--- src/design/plas_pkg.sv ---
`timescale 1ns / 1ps
`default_nettype none
package plas_pkg;

   localparam int MAX_WIDTH        = 1024;
   localparam int MAX_HEIGHT       = 1024;
   localparam int SINE_TABLE_DEPTH = 1024;

   localparam int COORD_W  = 10;
   localparam int COLOR_W  = 8;
   localparam int TIME_W   = 16;
   localparam int PHASE_W  = 16;
   localparam int ACC_W    = 24;
   localparam int IDX_W    = $clog2(SINE_TABLE_DEPTH);
   localparam int MAG_W    = 15;
   localparam int SINE_W   = 16;
   localparam int SUM_W    = 18;

   localparam int ISQ_N_W   = 2 * COORD_W + 1 + 8;
   localparam int ISQ_STEPS = (ISQ_N_W + 1) / 2;
   localparam int ISQ_W     = 2 * ISQ_STEPS;
   localparam int RAD_W     = ISQ_STEPS;

   localparam logic [63:0] HALF_PI_Q30 = 64'd1686629713;
   localparam logic [MAG_W-1:0] ONE_Q14 = MAG_W'(16384);

   localparam logic [16:0] KX1  = 17'd80105;
   localparam logic [16:0] KY2  = 17'd106807;
   localparam logic [16:0] KXY3 = 17'd40053;
   localparam logic [16:0] KR4  = 17'd53404;
   localparam logic [13:0] KT1  = 14'd11473;
   localparam logic [13:0] KT2  = 14'd7301;
   localparam logic [13:0] KT3  = 14'd13559;
   localparam logic [13:0] KT4  = 14'd9387;
   localparam logic [PHASE_W-1:0] GREEN_OFS = PHASE_W'(21841);
   localparam logic [PHASE_W-1:0] BLUE_OFS  = PHASE_W'(43693);

   // (2k)(2k+1) for the series terms k = 1..7
   localparam logic [63:0] SERIES_DIV [7] = '{64'd6, 64'd20, 64'd42, 64'd72,
                                              64'd110, 64'd156, 64'd210};

   typedef logic [MAG_W-1:0] sine_rom_type [SINE_TABLE_DEPTH];

   typedef struct packed {
      logic [COORD_W-1:0] x;
      logic [COORD_W-1:0] y;
   } coord_type;

   function automatic sine_rom_type build_sine_rom();
      sine_rom_type       rom;
      logic [63:0]        xa;
      logic [63:0]        x2;
      logic [63:0]        term;
      logic signed [63:0] sum;
      for (int i = 0; i < SINE_TABLE_DEPTH; i++) begin
         xa   = (64'(i) * HALF_PI_Q30) / SINE_TABLE_DEPTH;
         x2   = (xa * xa) >> 30;
         term = xa;
         sum  = signed'(xa);
         for (int k = 1; k <= 7; k++) begin
            term = ((term * x2) >> 30) / SERIES_DIV[k-1];
            if (k % 2 == 1) begin
               sum = sum - signed'(term);
            end else begin
               sum = sum + signed'(term);
            end
         end
         if (sum < 0) begin
            sum = 0;
         end
         rom[i] = MAG_W'((64'(sum) + 64'd32768) >> 16);
      end
      return rom;
   endfunction

endpackage
`default_nettype wire

--- src/design/plas_isqrt.sv ---
`timescale 1ns / 1ps
`default_nettype none
module plas_isqrt (
   input  wire logic                         clock,
   input  wire logic                         reset,
   input  wire logic                         enable,
   input  wire logic                         in_valid,
   input  wire logic [plas_pkg::ISQ_N_W-1:0] in_n,
   input  wire plas_pkg::coord_type          in_side,
   output logic                              out_valid,
   output logic [plas_pkg::RAD_W-1:0]        out_root,
   output plas_pkg::coord_type               out_side
);
   localparam int S = plas_pkg::ISQ_STEPS;
   localparam int W = plas_pkg::ISQ_W;

   logic [W-1:0]        rem_ff  [S+1];
   logic [W-1:0]        res_ff  [S+1];
   plas_pkg::coord_type side_ff [S+1];
   logic                v_ff    [S+1];

   always_comb begin
      rem_ff[0]  = W'(in_n);
      res_ff[0]  = '0;
      side_ff[0] = in_side;
      v_ff[0]    = in_valid;
   end

   for (genvar k = 0; k < S; k++) begin : g_step
      localparam logic [W-1:0] BIT = W'(1) << (W - 2 - 2 * k);
      logic [W-1:0] trial;
      logic [W-1:0] rem_in;
      logic [W-1:0] res_in;
      always_comb begin
         trial = res_ff[k] + BIT;
         if (rem_ff[k] >= trial) begin
            rem_in = rem_ff[k] - trial;
            res_in = (res_ff[k] >> 1) + BIT;
         end else begin
            rem_in = rem_ff[k];
            res_in = res_ff[k] >> 1;
         end
      end
      always_ff @(posedge clock) begin
         if (reset) begin
            v_ff[k+1] <= 1'b0;
         end else if (enable) begin
            v_ff[k+1] <= v_ff[k];
         end
         if (enable) begin
            rem_ff[k+1]  <= rem_in;
            res_ff[k+1]  <= res_in;
            side_ff[k+1] <= side_ff[k];
         end
      end
   end

   assign out_valid = v_ff[S];
   assign out_root  = res_ff[S][plas_pkg::RAD_W-1:0];
   assign out_side  = side_ff[S];
endmodule
`default_nettype wire

--- config.mk ---
export PLATFORM = sky130hd
export DESIGN_NAME = plas_isqrt
export DESIGN_NICKNAME = d
export VERILOG_FILES = /design/src/design/plas_pkg.sv /design/src/design/plas_isqrt.sv
export SDC_FILE = /design/constraint.sdc
export NUM_CORES = 1
export LEC_CHECK = 0
export BUFFER_PORTS_ARGS = -buffer_cell sky130_fd_sc_hd__buf_2
export CAP_MARGIN = 40
export CORE_MARGIN = 2
export CORE_UTILIZATION = 30
export DETAILED_ROUTE_END_ITERATION = 8
export PLACE_DENSITY = 0.53
export SETUP_SLACK_MARGIN = 0.05
export SLEW_MARGIN = 20
export SYNTH_ARGS = -nofsm -noshare
export SYNTH_HDL_FRONTEND = slang
export SYNTH_SLANG_ARGS = --single-unit
export TNS_END_PERCENT = 30
--- constraint.sdc ---
create_clock -name clock -period 2.7 [get_ports clock]
set_clock_uncertainty 0.1 [all_clocks]
set_input_delay 0 -clock clock [delete_from_list [all_inputs] [get_ports clock]]
set_output_delay 0 -clock clock [all_outputs]
set_load 0.005 [all_outputs]
==> summary.md <==
The flow ran to the end, but the final reports show violations. The checks that failed: setup timing. The nature of the critical path startpoint was a flip-flop. The logs give 5 for the first-pass detailed-route iteration total and 35000 µm² for the post-synth design cell area. The repair_antennas step left the layout with diodes totalling 0.

The final route contains 19800 vias. The final max-slew violation count came out at 0. After synthesis the netlist holds a flip-flop and latch count of 855. Dividing total power by cell area gives a power density of 781 nW/µm². In this run, synthesis inferred 840 flip-flops with an integrated enable.

The slew of the pin with the lowest slew margin works out to 0.615 ns. The area of all sequential standard cells is 25500 µm². The worst path arrival time came out at 3.13 ns.

The final clock period utilization by the worst path works out to 1.05. The clock passes through at most 3 buffers. In the routed design, unresolved DRC markers number 0. CTS saw 855 sinks. The die covers 119000 µm². In this run the core area contains 125 standard-cell rows. Clock tree synthesis inserted a total of 94 buffers. The dominant synthesized flop cell is sky130_fd_sc_hd__edfxtp_1. Setup repair after global routing could not meet its margin everywhere. The final weighted congestion of routability-driven global placement is 0.893.

Fraction of registers with async set or reset after synthesis: 0. Post-route setup TNS: -0.696 ns. Entering global routing, the biggest net connects 96 pins. After detailed routing, the average wire length per cell comes to 14.5 µm. The overall overflow remaining after global route is 0, and the total half-perimeter wirelength after legalization and detailed placement is 42600 µm.

In this run the power spent charging and discharging nets is 8.70 mW. The count of yosys warnings during synthesis was 0. The final worst setup slack came out at -0.147 ns. The run gives 0.377 as the clock power share. The clock period minus worst slack was 2.85 ns.

Required time at the endpoint of the critical path: 2.99 ns. The critical path in this run is classified as reg2reg. Layout filler cell count: 10600. The clock-pin slew on the worst setup and hold paths works out to 0.06 ns.

In this run the clock root is driven by a sky130_fd_sc_hd__clkbuf_16. The design draws 35.5 mW. The library cell used most frequently in the layout, excluding fill and tap cells, is sky130_fd_sc_hd__edfxtp_1. The share of synthesized area occupied by flip-flops and latches came out at 0.729. The combinational power share was 0.144; the die boundary width was 346 µm.

The count of routing violations after the opening detailed-route iteration was 953; the relative slew slack was 0.587. The maximum clock frequency came out at 351 MHz. TritonCTS built the clock tree.

For the pre-CTS setup slack, the log shows -0.391 ns. The internal power of the cells totals 26.8 mW. The min-delay analysis places its worst path in the category in2reg. The proportion of layout cells with a drive suffix above 1 came out at 0.258. The mean area per synthesized cell was 15.2 µm². During placement, the flow inserted port buffers numbering 88.

The run gives 3 as the CTS H-tree depth. The tools report the kind of capture point of the worst setup path as a flip-flop. For the worst-skew pair, the clock arrives at the later sink with an insertion delay of 0.70 ns. The final layout contains routed wiring with a total length of 64600 µm.

For the initial core utilization, the log shows 0.302. The tools report the synthesized instance count as 2302. The switching part of the total is 0.245, and the total core area is 116000 µm².

Area added between synthesis and finish: 29.7%. Setup violations remaining at the end of the flow were counted as 13. Yosys mapped the design onto 73 distinct sky130hd cell types. The detail route stage leaves a number of antenna-violating nets equal to 0. The first-pass GRT wire length was 104000 µm.

The logs give 0 for the initial antenna violation count and 20600 for the number of global-route vias before repair. The maximum vdd ir drop is 633 µV, and the multi-input logic area is 10000 µm². The floorplan step set the die height to 346 µm.

The largest driver fanout on the critical path is 3, and the global-route usage over all layers is 0.106. Final layout net count: 3024. Sequential power share: 0.479. The max-capacitance violation count came out at 0. Using the TritonRoute via totals, the vias-per-cell ratio works out to 4.46. In the layout the commonest cells are sky130_fd_sc_hd__edfxtp_1, sky130_fd_sc_hd__buf_4, sky130_fd_sc_hd__inv_1, sky130_fd_sc_hd__nor2_1.

89 I/O pins were placed. The reported leakage power was 16.9 nW; the total count of hold-check failures in the final report was 0.
-- cell type report --
class                      count  area share
multi-input combinational   1252       0.221
inverter                     151      0.0125
timing repair buffer         486      0.0888
clock buffer                 105      0.0527
clock inverter                69      0.0206
sequential                   855       0.562
tap                         1524      0.0420
-- worst paths after layout --
| path | from | end | slack (ns) | cells after the start |
|---|---|---|---|---|
| worst max-delay path | rem_ff[159] | rem_ff[146] | -0.15 | 10 |
| worst min-delay path | reset | out_valid | 0.13 | 3 |
| worst max register to register | rem_ff[159] | rem_ff[146] | -0.15 | 10 |
| worst min register to register | side_ff[271] | side_ff[251] | 0.28 | 0 |
-- synthesized netlist by cell type, drive strengths merged, types with 4 or more instances --
| master | instances | area share |
|---|---|---|
| or4 | 6 | 0.0013 |
| xor2 | 82 | 0.021 |
| nand4b | 9 | 0.0023 |
| nor2 | 160 | 0.017 |
| and3 | 15 | 0.0027 |
| dfxtp | 15 | 0.0086 |
| nor4 | 54 | 0.0096 |
| or4b | 4 | 0.0011 |
| clkbuf | 19 | 0.0020 |
| a211oi | 9 | 0.0019 |
| a31oi | 8 | 0.0014 |
| a21boi | 9 | 0.0019 |
| a21oi | 125 | 0.018 |
| and2 | 9 | 0.0016 |
| o211ai | 7 | 0.0015 |
| a2111oi | 11 | 0.0035 |
| o21ai | 68 | 0.0097 |
| mux2 | 23 | 0.0074 |
| o31ai | 10 | 0.0021 |
| nor2b | 15 | 0.0027 |
| nand3 | 23 | 0.0034 |
| inv | 151 | 0.016 |
| o22ai | 4 | 0.00071 |
| nor3 | 54 | 0.0077 |
| mux2i | 20 | 0.0057 |
| nand2b | 31 | 0.0055 |
| or2 | 6 | 0.0011 |
| ha | 131 | 0.047 |
| xnor2 | 88 | 0.022 |
| edfxtp | 840 | 0.72 |
| nand2 | 106 | 0.011 |
| nand3b | 10 | 0.0023 |
| or3 | 16 | 0.0029 |
| nand4 | 21 | 0.0038 |
| buf | 27 | 0.0054 |
| o21a | 29 | 0.0062 |
| nor4b | 7 | 0.0018 |
| a21o | 24 | 0.0051 |
| nor3b | 5 | 0.0011 |
| o31a | 4 | 0.0010 |
-- critical path, stage by stage (launching register included) --
cell	delay, ns
sky130_fd_sc_hd__edfxtp_1	0.40
sky130_fd_sc_hd__inv_2	0.10
sky130_fd_sc_hd__ha_4	0.12
sky130_fd_sc_hd__or4b_4	0.46
sky130_fd_sc_hd__nor4_4	0.33
sky130_fd_sc_hd__nor4_4	0.09
sky130_fd_sc_hd__o41ai_4	0.25
sky130_fd_sc_hd__buf_4	0.19
sky130_fd_sc_hd__nand3b_4	0.11
sky130_fd_sc_hd__a2111oi_4	0.30
sky130_fd_sc_hd__xor2_1	0.11
-- power groups by stage --
| stage | sequential [mW] | combinational (mW) | clock, mW |
|---|---|---|---|
| 2_1_floorplan | 16.9 | 2.74 | 0 |
| 3_5_place_dp | 17.2 | 4.30 | 0 |
| 5_1_grt | 17.1 | 5.64 | 14.3 |
| 6_report | 17.0 | 5.10 | 13.4 |
| 3_3_place_gp | 17.2 | 4.19 | 0 |
| 4_1_cts | 17.0 | 4.71 | 13.8 |
-- stage by stage --
stage,utilization,hold slack [ns],instance area [µm²],cells
3_5_place_dp,0.337,0.0781,39100,4107
4_1_cts,0.382,0.0703,44300,4409
3_3_place_gp,0.337,0.0763,39100,4106
6_report,0.391,0.126,45400,4442
2_1_floorplan,-,-0.0276,35100,2303
5_1_grt,0.391,0.123,45400,4442
-- state kept, by name, summed over array words and instances (netlist names) --
name,flops
out_root,15
out_side,20
out_valid,1
rem_ff,420
res_ff,105
side_ff,280
v_ff,14
-- routing by layer --
metal	share of wire	track usage	vias to the layer above	wire [µm]
li1	-	-	9757	-
met1	0.41	0.116	9549	26400
met2	0.52	0.195	345	33400
met3	0.033	0.0208	168	2160
met4	0.041	0.0475	0	2660
met5	0	0	-	0
-- what timing repair did --
| action | 4_1_cts | 5_1_grt |
|---|---|---|
| setup endpoints to repair | 126 | 177 |
| gates cloned | 1 | 3 |
| setup buffers | 25 | 32 |
| hold buffers | 103 | 0 |
| gates resized for setup | 132 | 156 |
| pin swaps | 52 | 74 |
| endpoints found under the hold margin | 272 | 0 |
-- logic make-up (layout without fill, tap and decap cells) --
family                     Yosys count  count (layout)  synth area share
AOI/OAI and AO/OA                  343             343            0.0626
muxes                               43              43            0.0131
and+or+nand+nor                    562             563            0.0823
DFF                                855             855             0.729
buffers and inverters              197             811            0.0236
other                                1               2          0.000107
adders and majority gates          131             131            0.0468
xor gates and xnor gates           170             170            0.0425
(Power assumes the default switching activity.)
